File: src/design/mfr_pkg.sv
// Shared types and constants for the meter frame receiver.
// No dependencies; every other design file refers to it by scoped names.
`default_nettype none

package mfr_pkg;

    localparam int CFG_INDEX_BITS = 3;
    localparam int CFG_DATA_BITS  = 48;

    localparam logic [CFG_INDEX_BITS-1:0] CFG_PROTOCOL_2007   = 3'd0;
    localparam logic [CFG_INDEX_BITS-1:0] CFG_EXPECTED_ADDR   = 3'd1;
    localparam logic [CFG_INDEX_BITS-1:0] CFG_EXPECTED_ID     = 3'd2;
    localparam logic [CFG_INDEX_BITS-1:0] CFG_RESPONSE_TIMEOUT = 3'd3;
    localparam logic [CFG_INDEX_BITS-1:0] CFG_BYTE_TIMEOUT    = 3'd4;

    localparam logic [7:0] START_BYTE     = 8'h68;
    localparam logic [7:0] END_BYTE       = 8'h16;
    localparam logic [7:0] DATA_OFFSET    = 8'h33;
    localparam logic [7:0] ADDR_WILDCARD  = 8'hAA;
    localparam logic [7:0] ADDR_BROADCAST = 8'h99;
    localparam logic [7:0] EXCEPTION_BIT  = 8'h40;

    localparam logic [47:0] RESET_ADDRESS       = 48'hAAAA_AAAA_AAAA;
    localparam logic [15:0] RESET_RESP_TIMEOUT  = 16'd100;
    localparam logic [15:0] RESET_BYTE_TIMEOUT  = 16'd500 / 16'd10;

    // header is bytes 0..9, data starts at 10
    localparam logic [8:0] POS_FIRST_ADDR = 9'd1;
    localparam logic [8:0] POS_LAST_ADDR  = 9'd6;
    localparam logic [8:0] POS_SECOND_START = 9'd7;
    localparam logic [8:0] POS_CONTROL    = 9'd8;
    localparam logic [8:0] POS_LENGTH     = 9'd9;
    localparam logic [8:0] POS_DATA       = 9'd10;

    typedef enum logic [1:0] {
        MODE_START = 2'd0,
        MODE_BYTE  = 2'd1,
        MODE_TICK  = 2'd2
    } t_mode;

    typedef enum logic [2:0] {
        EV_ACCEPTED   = 3'd0,
        EV_FRAME_OK   = 3'd1,
        EV_CHECKSUM   = 3'd2,
        EV_FRAMING    = 3'd3,
        EV_ADDRESS    = 3'd4,
        EV_EXCEPTION  = 3'd5,
        EV_IDENTIFIER = 3'd6,
        EV_TIMEOUT    = 3'd7
    } t_event;

    typedef struct packed {
        logic [1:0] mode;
        logic [7:0] rx_byte;
    } t_in_item;

    typedef struct packed {
        t_event     event_res;
        logic [8:0] position;
        logic [7:0] value;
        logic       is_payload;
        logic [7:0] payload_length;
    } t_out_item;

    typedef struct packed {
        logic            protocol_2007;
        logic [5:0][7:0] expected_address;
        logic [3:0][7:0] expected_identifier;
        logic [15:0]     response_timeout_ticks;
        logic [15:0]     byte_timeout_ticks;
    } t_cfg;

endpackage

`default_nettype wire

File: src/design/mfr_cfg_regs.sv
// Configuration register file of the meter frame receiver.
// Depends on mfr_pkg for the register indexes and the t_cfg struct.
`default_nettype none

module mfr_cfg_regs (
    input  wire logic                                i_clk,
    input  wire logic                                i_rst_n,
    input  wire logic                                i_cfg_we,
    input  wire logic [mfr_pkg::CFG_INDEX_BITS-1:0]  i_cfg_index,
    input  wire logic [mfr_pkg::CFG_DATA_BITS-1:0]   i_cfg_data,
    output mfr_pkg::t_cfg                            o_cfg
);

    mfr_pkg::t_cfg r_cfg;

    always_ff @(posedge i_clk) begin
        if (!i_rst_n) begin
            r_cfg.protocol_2007          <= 1'b1;
            r_cfg.expected_address       <= mfr_pkg::RESET_ADDRESS;
            r_cfg.expected_identifier    <= '0;
            r_cfg.response_timeout_ticks <= mfr_pkg::RESET_RESP_TIMEOUT;
            r_cfg.byte_timeout_ticks     <= mfr_pkg::RESET_BYTE_TIMEOUT;
        end else if (i_cfg_we) begin
            unique case (i_cfg_index)
                mfr_pkg::CFG_PROTOCOL_2007: begin
                    r_cfg.protocol_2007 <= i_cfg_data[0];
                end
                mfr_pkg::CFG_EXPECTED_ADDR: begin
                    r_cfg.expected_address <= i_cfg_data[47:0];
                end
                mfr_pkg::CFG_EXPECTED_ID: begin
                    r_cfg.expected_identifier <= i_cfg_data[31:0];
                end
                mfr_pkg::CFG_RESPONSE_TIMEOUT: begin
                    r_cfg.response_timeout_ticks <= i_cfg_data[15:0];
                end
                mfr_pkg::CFG_BYTE_TIMEOUT: begin
                    r_cfg.byte_timeout_ticks <= i_cfg_data[15:0];
                end
                default: ;  // unknown index: write dropped
            endcase
        end
    end

    assign o_cfg = r_cfg;

endmodule

`default_nettype wire

File: src/design/mfr_frame_core.sv
// Frame tracking state and per-item decision logic of the meter frame receiver.
// Depends on mfr_pkg for item structs, event codes and frame constants.
`default_nettype none

module mfr_frame_core #(
    parameter int TIMER_BITS = 16
) (
    input  wire logic       i_clk,
    input  wire logic       i_rst_n,
    input  wire logic       i_accept,
    input  wire mfr_pkg::t_in_item i_item,
    input  wire mfr_pkg::t_cfg i_cfg,
    output logic            o_res_valid,
    output mfr_pkg::t_out_item o_res_item
);

    logic                  r_receiving,  n_receiving;
    logic [8:0]            r_byte_count, n_byte_count;
    logic [7:0]            r_frame_length, n_frame_length;
    logic [7:0]            r_checksum_sum, n_checksum_sum;
    logic                  r_address_match, n_address_match;
    logic                  r_exception_seen, n_exception_seen;
    logic                  r_identifier_match, n_identifier_match;
    logic [TIMER_BITS-1:0] r_countdown, n_countdown;

    logic [8:0]            pos;
    logic [8:0]            data_end;
    logic [8:0]            data_idx;
    logic [7:0]            rx;
    logic [7:0]            data_value;
    logic [7:0]            addr_exp;
    logic [2:0]            addr_sel;
    logic [2:0]            id_len;
    logic                  broadcast;
    logic [TIMER_BITS-1:0] cd_dec;

    assign pos        = r_byte_count;
    assign rx         = i_item.rx_byte;
    assign data_end   = {1'b0, r_frame_length} + mfr_pkg::POS_DATA;
    assign data_idx   = pos - mfr_pkg::POS_DATA;
    assign data_value = rx - mfr_pkg::DATA_OFFSET;
    assign id_len     = i_cfg.protocol_2007 ? 3'd4 : 3'd2;
    assign addr_sel   = pos[2:0] - 3'd1;
    assign broadcast  = !i_cfg.protocol_2007
                        && (i_cfg.expected_address == {6{mfr_pkg::ADDR_BROADCAST}});
    assign cd_dec     = (r_countdown != '0) ? r_countdown - 1'b1 : r_countdown;

    always_comb begin
        case (addr_sel)
            3'd0:    addr_exp = i_cfg.expected_address[0];
            3'd1:    addr_exp = i_cfg.expected_address[1];
            3'd2:    addr_exp = i_cfg.expected_address[2];
            3'd3:    addr_exp = i_cfg.expected_address[3];
            3'd4:    addr_exp = i_cfg.expected_address[4];
            3'd5:    addr_exp = i_cfg.expected_address[5];
            default: addr_exp = '0;
        endcase
    end

    always_comb begin
        n_receiving        = r_receiving;
        n_byte_count       = r_byte_count;
        n_frame_length     = r_frame_length;
        n_checksum_sum     = r_checksum_sum;
        n_address_match    = r_address_match;
        n_exception_seen   = r_exception_seen;
        n_identifier_match = r_identifier_match;
        n_countdown        = r_countdown;

        o_res_valid               = 1'b0;
        o_res_item.event_res      = mfr_pkg::EV_ACCEPTED;
        o_res_item.position       = pos;
        o_res_item.value          = rx;
        o_res_item.is_payload     = 1'b0;
        o_res_item.payload_length = r_frame_length;

        if (i_accept) begin
            case (mfr_pkg::t_mode'(i_item.mode))
                mfr_pkg::MODE_START: begin
                    n_receiving        = 1'b1;
                    n_byte_count       = '0;
                    n_frame_length     = '0;
                    n_checksum_sum     = '0;
                    n_address_match    = 1'b1;
                    n_exception_seen   = 1'b0;
                    n_identifier_match = 1'b1;
                    n_countdown        = TIMER_BITS'(i_cfg.response_timeout_ticks);
                end
                mfr_pkg::MODE_TICK: begin
                    if (r_receiving) begin
                        n_countdown = cd_dec;
                        if (cd_dec == '0) begin
                            n_receiving               = 1'b0;
                            o_res_valid               = 1'b1;
                            o_res_item.event_res      = mfr_pkg::EV_TIMEOUT;
                            o_res_item.value          = '0;
                            o_res_item.payload_length = '0;
                        end
                    end
                end
                mfr_pkg::MODE_BYTE: begin
                    if (r_receiving) begin
                        n_countdown = TIMER_BITS'(i_cfg.byte_timeout_ticks);
                        o_res_valid = 1'b1;
                        if ((pos == '0 || pos == mfr_pkg::POS_SECOND_START)
                                && rx != mfr_pkg::START_BYTE) begin
                            // resync; the bad byte is not taken as a new start
                            n_byte_count              = '0;
                            n_frame_length            = '0;
                            n_checksum_sum            = '0;
                            n_address_match           = 1'b1;
                            n_exception_seen          = 1'b0;
                            n_identifier_match        = 1'b1;
                            o_res_item.event_res      = mfr_pkg::EV_FRAMING;
                            o_res_item.payload_length = '0;
                        end else if (pos <= mfr_pkg::POS_LENGTH) begin
                            if (pos >= mfr_pkg::POS_FIRST_ADDR && pos <= mfr_pkg::POS_LAST_ADDR
                                    && !(i_cfg.protocol_2007
                                         && addr_exp == mfr_pkg::ADDR_WILDCARD)
                                    && rx != addr_exp) begin
                                n_address_match = 1'b0;
                            end
                            if (pos == mfr_pkg::POS_CONTROL
                                    && (rx & mfr_pkg::EXCEPTION_BIT) != '0) begin
                                n_exception_seen = 1'b1;
                            end
                            if (pos == mfr_pkg::POS_LENGTH) begin
                                n_frame_length            = rx;
                                o_res_item.payload_length = rx;
                            end else begin
                                o_res_item.payload_length = '0;
                            end
                            n_checksum_sum = r_checksum_sum + rx;
                            n_byte_count   = pos + 9'd1;
                        end else if (pos < data_end) begin
                            if ({6'd0, id_len} > data_idx
                                    && data_value
                                       != i_cfg.expected_identifier[data_idx[1:0]]) begin
                                n_identifier_match = 1'b0;
                            end
                            n_checksum_sum        = r_checksum_sum + rx;
                            n_byte_count          = pos + 9'd1;
                            o_res_item.value      = data_value;
                            o_res_item.is_payload = 1'b1;
                        end else if (pos == data_end) begin
                            // checksum byte: running sum returns to zero when it matches
                            n_checksum_sum = r_checksum_sum - rx;
                            n_byte_count   = pos + 9'd1;
                        end else if (rx != mfr_pkg::END_BYTE
                                     || r_checksum_sum != '0) begin
                            n_byte_count         = '0;
                            n_frame_length       = '0;
                            n_checksum_sum       = '0;
                            n_address_match      = 1'b1;
                            n_exception_seen     = 1'b0;
                            n_identifier_match   = 1'b1;
                            o_res_item.event_res = (rx != mfr_pkg::END_BYTE)
                                                   ? mfr_pkg::EV_FRAMING
                                                   : mfr_pkg::EV_CHECKSUM;
                        end else begin
                            n_byte_count = pos + 9'd1;
                            n_receiving  = 1'b0;
                            if (!(broadcast || r_address_match)) begin
                                o_res_item.event_res = mfr_pkg::EV_ADDRESS;
                            end else if (r_exception_seen) begin
                                o_res_item.event_res = mfr_pkg::EV_EXCEPTION;
                            end else if (!r_identifier_match
                                         || r_frame_length < {5'd0, id_len}) begin
                                o_res_item.event_res = mfr_pkg::EV_IDENTIFIER;
                            end else begin
                                o_res_item.event_res = mfr_pkg::EV_FRAME_OK;
                            end
                        end
                    end
                end
                default: ;
            endcase
        end
    end

    always_ff @(posedge i_clk) begin
        if (!i_rst_n) begin
            r_receiving        <= 1'b0;
            r_byte_count       <= '0;
            r_frame_length     <= '0;
            r_checksum_sum     <= '0;
            r_address_match    <= 1'b1;
            r_exception_seen   <= 1'b0;
            r_identifier_match <= 1'b1;
            r_countdown        <= '0;
        end else begin
            r_receiving        <= n_receiving;
            r_byte_count       <= n_byte_count;
            r_frame_length     <= n_frame_length;
            r_checksum_sum     <= n_checksum_sum;
            r_address_match    <= n_address_match;
            r_exception_seen   <= n_exception_seen;
            r_identifier_match <= n_identifier_match;
            r_countdown        <= n_countdown;
        end
    end

endmodule

`default_nettype wire

File: src/design/mfr_out_skid.sv
// Result register with a skid entry for the meter frame receiver.
// Depends on mfr_pkg for the t_out_item struct.
`default_nettype none

module mfr_out_skid (
    input  wire logic          i_clk,
    input  wire logic          i_rst_n,
    input  wire logic          i_push,
    input  wire mfr_pkg::t_out_item i_item,
    input  wire logic          i_out_stall,
    output logic               o_out_valid,
    output mfr_pkg::t_out_item o_out_item,
    output logic               o_full
);

    logic               r_out_valid;
    logic               r_skid_valid;
    mfr_pkg::t_out_item r_out_item;
    mfr_pkg::t_out_item r_skid_item;
    logic               out_free;

    // a push only comes while the skid entry is empty
    assign out_free = !r_out_valid || !i_out_stall;

    always_ff @(posedge i_clk) begin
        if (!i_rst_n) begin
            r_out_valid  <= 1'b0;
            r_skid_valid <= 1'b0;
        end else if (out_free) begin
            r_out_valid  <= r_skid_valid || i_push;
            r_skid_valid <= r_skid_valid && i_push;
        end else begin
            r_skid_valid <= r_skid_valid || i_push;
        end
    end

    always_ff @(posedge i_clk) begin
        if (out_free) begin
            r_out_item <= r_skid_valid ? r_skid_item : i_item;
            if (i_push) begin
                r_skid_item <= i_item;
            end
        end else if (i_push) begin
            r_skid_item <= i_item;
        end
    end

    assign o_out_valid = r_out_valid;
    assign o_out_item  = r_out_item;
    assign o_full      = r_skid_valid;

endmodule

`default_nettype wire

File: src/design/meter_frame_receiver.sv
// Top level of the meter frame receiver: config registers, frame core, result buffer.
// Depends on mfr_pkg, mfr_cfg_regs, mfr_frame_core and mfr_out_skid.
//
//   channel  | handshake                | payload
//   ---------+--------------------------+-----------------------------
//   input    | i_in_valid / o_in_stall  | i_in_item  (mode, rx_byte)
//   result   | o_out_valid / i_out_stall| o_out_item (event_res .. payload_length)
//   config   | i_cfg_we                 | i_cfg_index, i_cfg_data
//
// One item per cycle while o_in_stall is low; frame state and any result are registered
// at the accepting edge, the result into the output register or into the skid entry.
// Reset is synchronous and restores the configuration defaults; no clearing pass.
// A stalled result parks in the one-entry skid; o_in_stall rises only while it is full.
`default_nettype none

module meter_frame_receiver #(
    parameter int TIMER_BITS = 16
) (
    input  wire logic                                i_clk,
    input  wire logic                                i_rst_n,
    input  wire logic                                i_in_valid,
    output logic                                     o_in_stall,
    input  wire mfr_pkg::t_in_item                   i_in_item,
    output logic                                     o_out_valid,
    input  wire logic                                i_out_stall,
    output mfr_pkg::t_out_item                       o_out_item,
    input  wire logic                                i_cfg_we,
    input  wire logic [mfr_pkg::CFG_INDEX_BITS-1:0]  i_cfg_index,
    input  wire logic [mfr_pkg::CFG_DATA_BITS-1:0]   i_cfg_data
);

    mfr_pkg::t_cfg      cfg;
    mfr_pkg::t_out_item res_item;
    logic               res_valid;
    logic               accept;
    logic               skid_full;

    assign o_in_stall = skid_full;
    assign accept     = i_in_valid && !skid_full;

    mfr_cfg_regs u_cfg_regs (
        .i_clk       (i_clk),
        .i_rst_n     (i_rst_n),
        .i_cfg_we    (i_cfg_we),
        .i_cfg_index (i_cfg_index),
        .i_cfg_data  (i_cfg_data),
        .o_cfg       (cfg)
    );

    mfr_frame_core #(
        .TIMER_BITS (TIMER_BITS)
    ) u_frame_core (
        .i_clk       (i_clk),
        .i_rst_n     (i_rst_n),
        .i_accept    (accept),
        .i_item      (i_in_item),
        .i_cfg       (cfg),
        .o_res_valid (res_valid),
        .o_res_item  (res_item)
    );

    mfr_out_skid u_out_skid (
        .i_clk       (i_clk),
        .i_rst_n     (i_rst_n),
        .i_push      (res_valid),
        .i_item      (res_item),
        .i_out_stall (i_out_stall),
        .o_out_valid (o_out_valid),
        .o_out_item  (o_out_item),
        .o_full      (skid_full)
    );

endmodule

`default_nettype wire

File: config.mk
export PLATFORM = sky130hd
export DESIGN_NAME = meter_frame_receiver
export DESIGN_NICKNAME = d
export VERILOG_FILES = /design/src/design/mfr_pkg.sv /design/src/design/mfr_cfg_regs.sv /design/src/design/mfr_frame_core.sv /design/src/design/mfr_out_skid.sv /design/src/design/meter_frame_receiver.sv
export SDC_FILE = /design/constraint.sdc
export NUM_CORES = 1
export LEC_CHECK = 0
export BUFFER_PORTS_ARGS = -buffer_cell sky130_fd_sc_hd__buf_4
export CAP_MARGIN = 10
export CORE_MARGIN = 3
export CORE_UTILIZATION = 62
export CTS_CLUSTER_DIAMETER = 100
export DETAILED_ROUTE_END_ITERATION = 6
export PLACE_DENSITY = 0.82
export SETUP_SLACK_MARGIN = 0.2
export SLEW_MARGIN = 30
export SYNTH_ARGS = -nofsm -noshare
export SYNTH_HDL_FRONTEND = slang
export SYNTH_SLANG_ARGS = --single-unit
File: constraint.sdc
create_clock -name i_clk -period 7.5 [get_ports i_clk]
set_input_delay 1.875 -clock i_clk [delete_from_list [all_inputs] [get_ports i_clk]]
set_output_delay 1.875 -clock i_clk [all_outputs]
set_load 0.01 [all_outputs]
Word level (Yosys, flattened, before mapping)
Cells that the tools add are included.
- $add $sub $neg: 8
- magnitude comparators: 7
- eq/ne operators: 34
- muxes and demuxes: 96
- reduce and logical (&&, ||, !) cells: 44
- operators by type and width (operator ; number):
    2-to-1 mux 8 bit ; 20
    2-to-1 mux 9 bit ; 9
    one-hot mux 8 bit (2 select lines) ; 4
    equality test 48 bit, second input constant ; 1
    2-to-1 mux 16 bit ; 3
    one-hot mux 16 bit (3 select lines) ; 1
    one-hot mux 8 bit (6 select lines) ; 1
    2-to-1 mux 3 bit ; 13
    2-to-1 mux 1 bit ; 34
    2-to-1 mux 17 bit ; 2
    2-to-1 mux 29 bit ; 1
    AND reduction 7 bit ; 4
    equality test 9 x 4 -> 1 bit, second input constant ; 2
    one-hot mux 9 bit (2 select lines) ; 1
    binary-select mux 8 bit (select 2 bit) ; 1
    logical NOT 16 bit ; 1
    != test 4 x 3 -> 1 bit, second input constant ; 4
    != test 8 bit ; 2
    nonzero test 16 bit ; 1
    subtractor 16 x 1 -> 16 bit, second input constant ; 1
    equality test 3 x 2 -> 1 bit, second input constant ; 4
    != test 4 x 2 -> 1 bit, second input constant ; 3
    AND reduction 2 bit ; 6
    logical AND 1 bit ; 10
    other kinds (40) ; 60
- register bits: 218
- input bits: 66
- output and inout bits: 31
- logic and storage cells: 222

Depth between registers and ports, before layout
- depth in word-level cells: 15
- gate-level depth with buffers: 13

Modules after synthesis
A second synthesis with hierarchy kept.
- cells, all modules: 1310
- area total of the unflattened synthesis: 12637.1 um^2
- by module, submodules not included (module ; instances ; cells an instance ; area an instance (um^2) ; sequential area each (um^2)):
    mfr_frame_core ; 1 ; 761 ; 5713.0 ; 900.9
    mfr_cfg_regs ; 1 ; 449 ; 4595.7 ; 2262.2
    mfr_out_skid ; 1 ; 99 ; 2314.7 ; 1781.7
    meter_frame_receiver ; 1 ; 1 ; 13.8 ; 0.0

Worst setup path before layout
No wires, ideal clock.
- path type: input port to flip-flop
- from: input i_in_item[0] in the netlist's numbering
- to: register u_frame_core.r_checksum_sum[3]
- library setup time: 0.058 ns
- arrival time: 4.007 ns
- path slack: 3.436 ns
- stages on the path: 11
- buffers on the path: 2
- cells stage by stage: clkbuf_1 -> inv_1 -> ha_1 -> nor4b_1 -> nand4_1 -> or3_1 -> a211oi_1 -> nand2b_1 -> clkbuf_1 -> and3_1 -> a31o_2
- word-level cells in the longest chain between the ends: 7
- ends and longest elaborated chain (item ; line ; text):
    start: declaration ; meter_frame_receiver.sv:23 ; input wire mfr_pkg::t_in_item i_in_item,
    subtractor 8 bit ; mfr_frame_core.sv:147 ; n_checksum_sum = r_checksum_sum - rx;
    2-to-1 mux 8 bit ; mfr_frame_core.sv:145 ; end else if (pos == data_end) begin
    2-to-1 mux 8 bit ; mfr_frame_core.sv:135 ; end else if (pos < data_end) begin
    2-to-1 mux 8 bit ; mfr_frame_core.sv:116 ; end else if (pos <= mfr_pkg::POS_LENGTH) begin
    2-to-1 mux 8 bit ; mfr_frame_core.sv:105 ; if ((pos == '0 || pos == mfr_pkg::POS_SECOND_START)
    2-to-1 mux 8 bit ; mfr_frame_core.sv:102 ; if (r_receiving) begin
    one-hot mux 8 bit (2 select lines) ; mfr_frame_core.sv:78 ; case (mfr_pkg::t_mode'(i_item.mode))
    end signal: assignment ; mfr_frame_core.sv:195 ; r_checksum_sum <= n_checksum_sum;
    end: declaration ; mfr_frame_core.sv:20 ; logic [7:0] r_checksum_sum, n_checksum_sum;
Parallel ways exist; a longest one is shown, timed or not. The select of a mux whose other input is x is not followed.
A chain may end at the register's enable or synchronous reset.

Final worst setup path
- from: register u_frame_core.r_byte_count[0], in the netlist u_frame_core.pos[0]
- to: register u_frame_core.r_address_match
- word-level cells in the longest chain between the ends: 10
- ends and longest elaborated chain (item ; line ; text):
    start: declaration ; mfr_frame_core.sv:18 ; logic [8:0] r_byte_count, n_byte_count;
    start signal: assignment ; mfr_frame_core.sv:193 ; r_byte_count <= n_byte_count;
    subtractor 3 x 1 -> 3 bit ; mfr_frame_core.sv:43 ; assign addr_sel = pos[2:0] - 3'd1;
    equality test 3 bit, or another cell as far along ; mfr_frame_core.sv:49 ; case (addr_sel)
    one-hot mux 8 bit (6 select lines) ; mfr_frame_core.sv:49 ;
    equality test 8 bit ; mfr_frame_core.sv:119 ; && addr_exp == mfr_pkg::ADDR_WILDCARD)
    logical AND 1 bit ; mfr_frame_core.sv:119 ;
    logical NOT 1 bit ; mfr_frame_core.sv:118 ; && !(i_cfg.protocol_2007
    logical AND 1 bit ; mfr_frame_core.sv:118 ;
    logical AND 1 bit ; mfr_frame_core.sv:120 ; && rx != addr_exp) begin
    != test 4 x 3 -> 1 bit (no source line) ; n/a ;
    AND reduction 7 bit (no source line) ; n/a ;
    end signal: assignment ; mfr_frame_core.sv:196 ; r_address_match <= n_address_match;
    end: declaration ; mfr_frame_core.sv:21 ; logic r_address_match, n_address_match;
Parallel ways exist; a longest one is shown, timed or not. The select of a mux whose other input is x is not followed.

==> results.yml <==
run_status:
  outcome: "completed"
route:
  vias: 10781
  routedWlPerCell_um: 20.0
  drc_errors: 0
  antenna_left: 0
  routed_wl_mm: 32.9
  vias_per_cell: 6.55
  first_iter_violations: 1222
  drt_first_pass_iters: 7
setup_path:
  cpMostUsedCell: "ha_1"
  cp_data_arrival_time_ns: 4.77
  end_kind: "flip-flop"
  cp_slowest_cell: "dfxtp_1"
  start_kind: "flip-flop"
  critPathKind: "flip-flop to flip-flop"
  cp_cell_sequence: "inv_1, ha_1, ha_1, mux2_2, a222oi_1, o21ai_0, xnor2_1, nand4_1, o311ai_0, a21o_1"
  crit_buf_inv: 1
  slowest_delay_ns: 0.95
  critical_path.top_delay_family: "compound AO/OA/AOI/OAI gates"
  cp_max_fo: 20
  cp.required_ns: 7.96
floorplanning:
  rows: 49
  die_area_um2: 20700
  fp.dieW_um: 144
  ios: 97
  die_h_um: 144
  start_util_pct: 64.3
  core_area_um2: 18300
placement:
  pre_cts_ws_ns: 2.97
  place_area_um2: 12500
  port_buffers: 96
  hpwl_mm: 22.9
  place.gp.congestion: 0.993
  dp.cells: 1604
worst_hold_path:
  hold_class: "flip-flop to flip-flop"
power:
  irDropWorstVdd_uv: 226
  p_int_mw: 1.99
  seqPwrFrac_pct: 46.7
  p_sw_mw: 0.707
  power_density_nw_per_um2: 204
  clock_power_share_pct: 40.4
  switching_share_pct: 26.2
  leakagePower_nw: 5.13
  share_comb_of_total_power_pct: 12.9
  p_total_mw: 2.70
synth:
  synthDistinctLibCells: 86
  synth.area.top_cells: "dfxtp_1 27%, edfxtp_1 15%, nand2_1 9.3%"
  synth_nets: 1476
  synth_xor_area_share_pct: 2.82
  async_flop_share_pct: 0
  yosys_warnings: 0
  syn_area_per_cell_um2: 8.65
  ys_seq_area_share_pct: 42.0
  synth_seq_cells: 218
  synth_edf_count: 58
  synth_top_family_by_area: "simple AND/OR/NAND/NOR gates"
  yosys.area.top_type_share_pct: 27.2
  syn_area_um2: 11800
  muxShareOfSynthArea_pct: 3.46
  synthSimpleGateAreaFrac_pct: 21.4
  synth_compound_gate_area_share_pct: 20.9
  syn-instance-count: 1363
  yosysTopAreaCell: "dfxtp_1"
  synth-main-ff-cell: "dfxtp_1"
  synth_fa_ha_area_share_pct: 5.12
global_route:
  grt.total_usage_pct: 31.6
  grt_max_degree: 74
  grt-ovfl-total: 0
  grt_pass1_vias: 10308
  antenna_found_initial: 0
  grt_pass1_wl_mm: 52.8
run:
  cap_violations: 0
clocking:
  clk_latency_ns: 0.52
  cts_resized: 0
  cts.sinks: 218
  cts_root_buf: "clkbuf_16"
  cts_buffers: 23
  clkSlewWorstSetupHoldPaths_ns: 0.06
  holdBufCountCts: 0
  h-tree-depth: 1
  cts_tree: "built"
  clk_path_buf_depth: 3
  postCtsSetupBuffers: 0
timing:
  finalSetupViolations: 0
  rsz0062_at_grt: "false"
  slew_headroom_pct: 34.9
  slew_viol_final: 0
  setup_slack_ns: 3.18
  hold_viol: 0
  hold_slack_ns: 0.452
  fmax_mhz: 232
  tns_ns: 0
  finalClockSkew_ns: 0.0144
  period_share_pct: 57.5
  min_period_ns: 4.32
  tightest_slew_ns: 0.971
finish:
  antennaDiodeCount: 0
  final_cells: 1646
  synthToLayoutAreaGrowth_pct: 12.4
  fin_area_um2: 13300
  drive_gt1_share_pct: 14.1
  nets: 1514
  fin_util_pct: 72.3
cell type report:
| type | instances | area, µm² |
|---|---|---|
| Multi-Input combinational cell | 1011 | 6340 |
| Sequential cell | 218 | 4940 |
| Fill cell | 1428 | 5080 |
| Inverter | 42 | 158 |
| Clock inverter | 9 | 81.3 |
| Clock buffer | 32 | 629 |
| Timing Repair Buffer | 105 | 808 |
| Tap cell | 229 | 287 |
logic make-up after synthesis:
group	Yosys count
xor gates and xnor gates	38
AOI/OAI and AO/OA	353
DFF	218
muxes	29
buffers and inverters	134
adders and majority gates	47
and+or+nand+nor	544
power groups by stage:
stage | Clock, mW | Sequential (mW) | Combinational [mW]
3_5_place_dp | 0 | 1.28 | 0.339
6_report | 1.09 | 1.26 | 0.348
2_1_floorplan | 0 | 1.28 | 0.232
3_3_place_gp | 0 | 1.28 | 0.335
5_1_grt | 1.14 | 1.26 | 0.379
4_1_cts | 1.09 | 1.26 | 0.342
final timing paths:
kind | from | end | slack (ns) | depth (start not counted)
min | u_cfg_regs.o_cfg[36] | u_cfg_regs.o_cfg[36] | 0.45 | 2
max | u_frame_core.pos[0] | u_frame_core.r_address_match | 3.18 | 10
max reg2reg | u_frame_core.pos[0] | u_frame_core.r_address_match | 3.18 | 10
min reg2reg | u_cfg_regs.o_cfg[36] | u_cfg_regs.o_cfg[36] | 0.45 | 2
layer usage:
metal / wire, µm / vias to the layer above / global-route usage [%]
met3: 2420 / 127 / 4.43
met5: 0 / - / 0
met4: 1640 / 0 / 14.4
met2: 15500 / 556 / 52.2
li1: - / 5012 / -
met1: 13400 / 5086 / 41.3
Yosys cell counts, drive strengths merged (26+ instances only):
master / instances
a21oi: 130
a22oi: 26
nand2: 293
o21ai: 37
dfxtp: 160
ha: 45
nand3: 56
nor2: 69
clkbuf: 84
inv: 42
edfxtp: 58
xnor2: 28
layout by cell type, fill, tap and decap left out, types with 8 or more instances in the layout:
| cell type | n |
|---|---|
| nor2_1 | 66 |
| nand3_1 | 56 |
| inv_1 | 40 |
| a22o_1 | 11 |
| nand4_1 | 15 |
| clkbuf_16 | 23 |
| nor2b_1 | 11 |
| nor4_1 | 12 |
| o211ai_1 | 10 |
| edfxtp_1 | 58 |
| mux2_2 | 14 |
| nand2b_1 | 10 |
| mux4_2 | 8 |
| dfxtp_1 | 160 |
| and3_1 | 12 |
| nand2_1 | 293 |
| xnor2_1 | 28 |
| ha_1 | 45 |
| a2bb2oi_1 | 8 |
| a31o_2 | 12 |
| buf_4 | 104 |
| nor3_1 | 15 |
| a22oi_1 | 25 |
| a221oi_1 | 8 |
| or3_1 | 10 |
| o221ai_1 | 12 |
| a21oi_1 | 129 |
| o21ai_0 | 30 |
| a211oi_1 | 17 |
| xor2_1 | 10 |
worst min-delay path, cell delays in order (launching register included):
cell and delay [ns]:
dfxtp_1 0.30, nand2_1 0.05, a21oi_1 0.05
registers in the layout, indices dropped and copies added, names as in the netlist:
signal                           flops
u_frame_core.r_checksum_sum          8
u_out_skid.r_skid_item              29
u_frame_core.r_countdown            16
u_out_skid.o_out_item               29
u_frame_core.r_exception_seen        1
u_frame_core.r_identifier_match      1
u_frame_core.r_frame_length          8
u_out_skid.o_full                    1
u_frame_core.r_address_match         1
u_frame_core.pos                     9
u_out_skid.o_out_valid               1
u_frame_core.r_receiving             1
u_cfg_regs.o_cfg                   113
(Power assumes the default switching activity.)
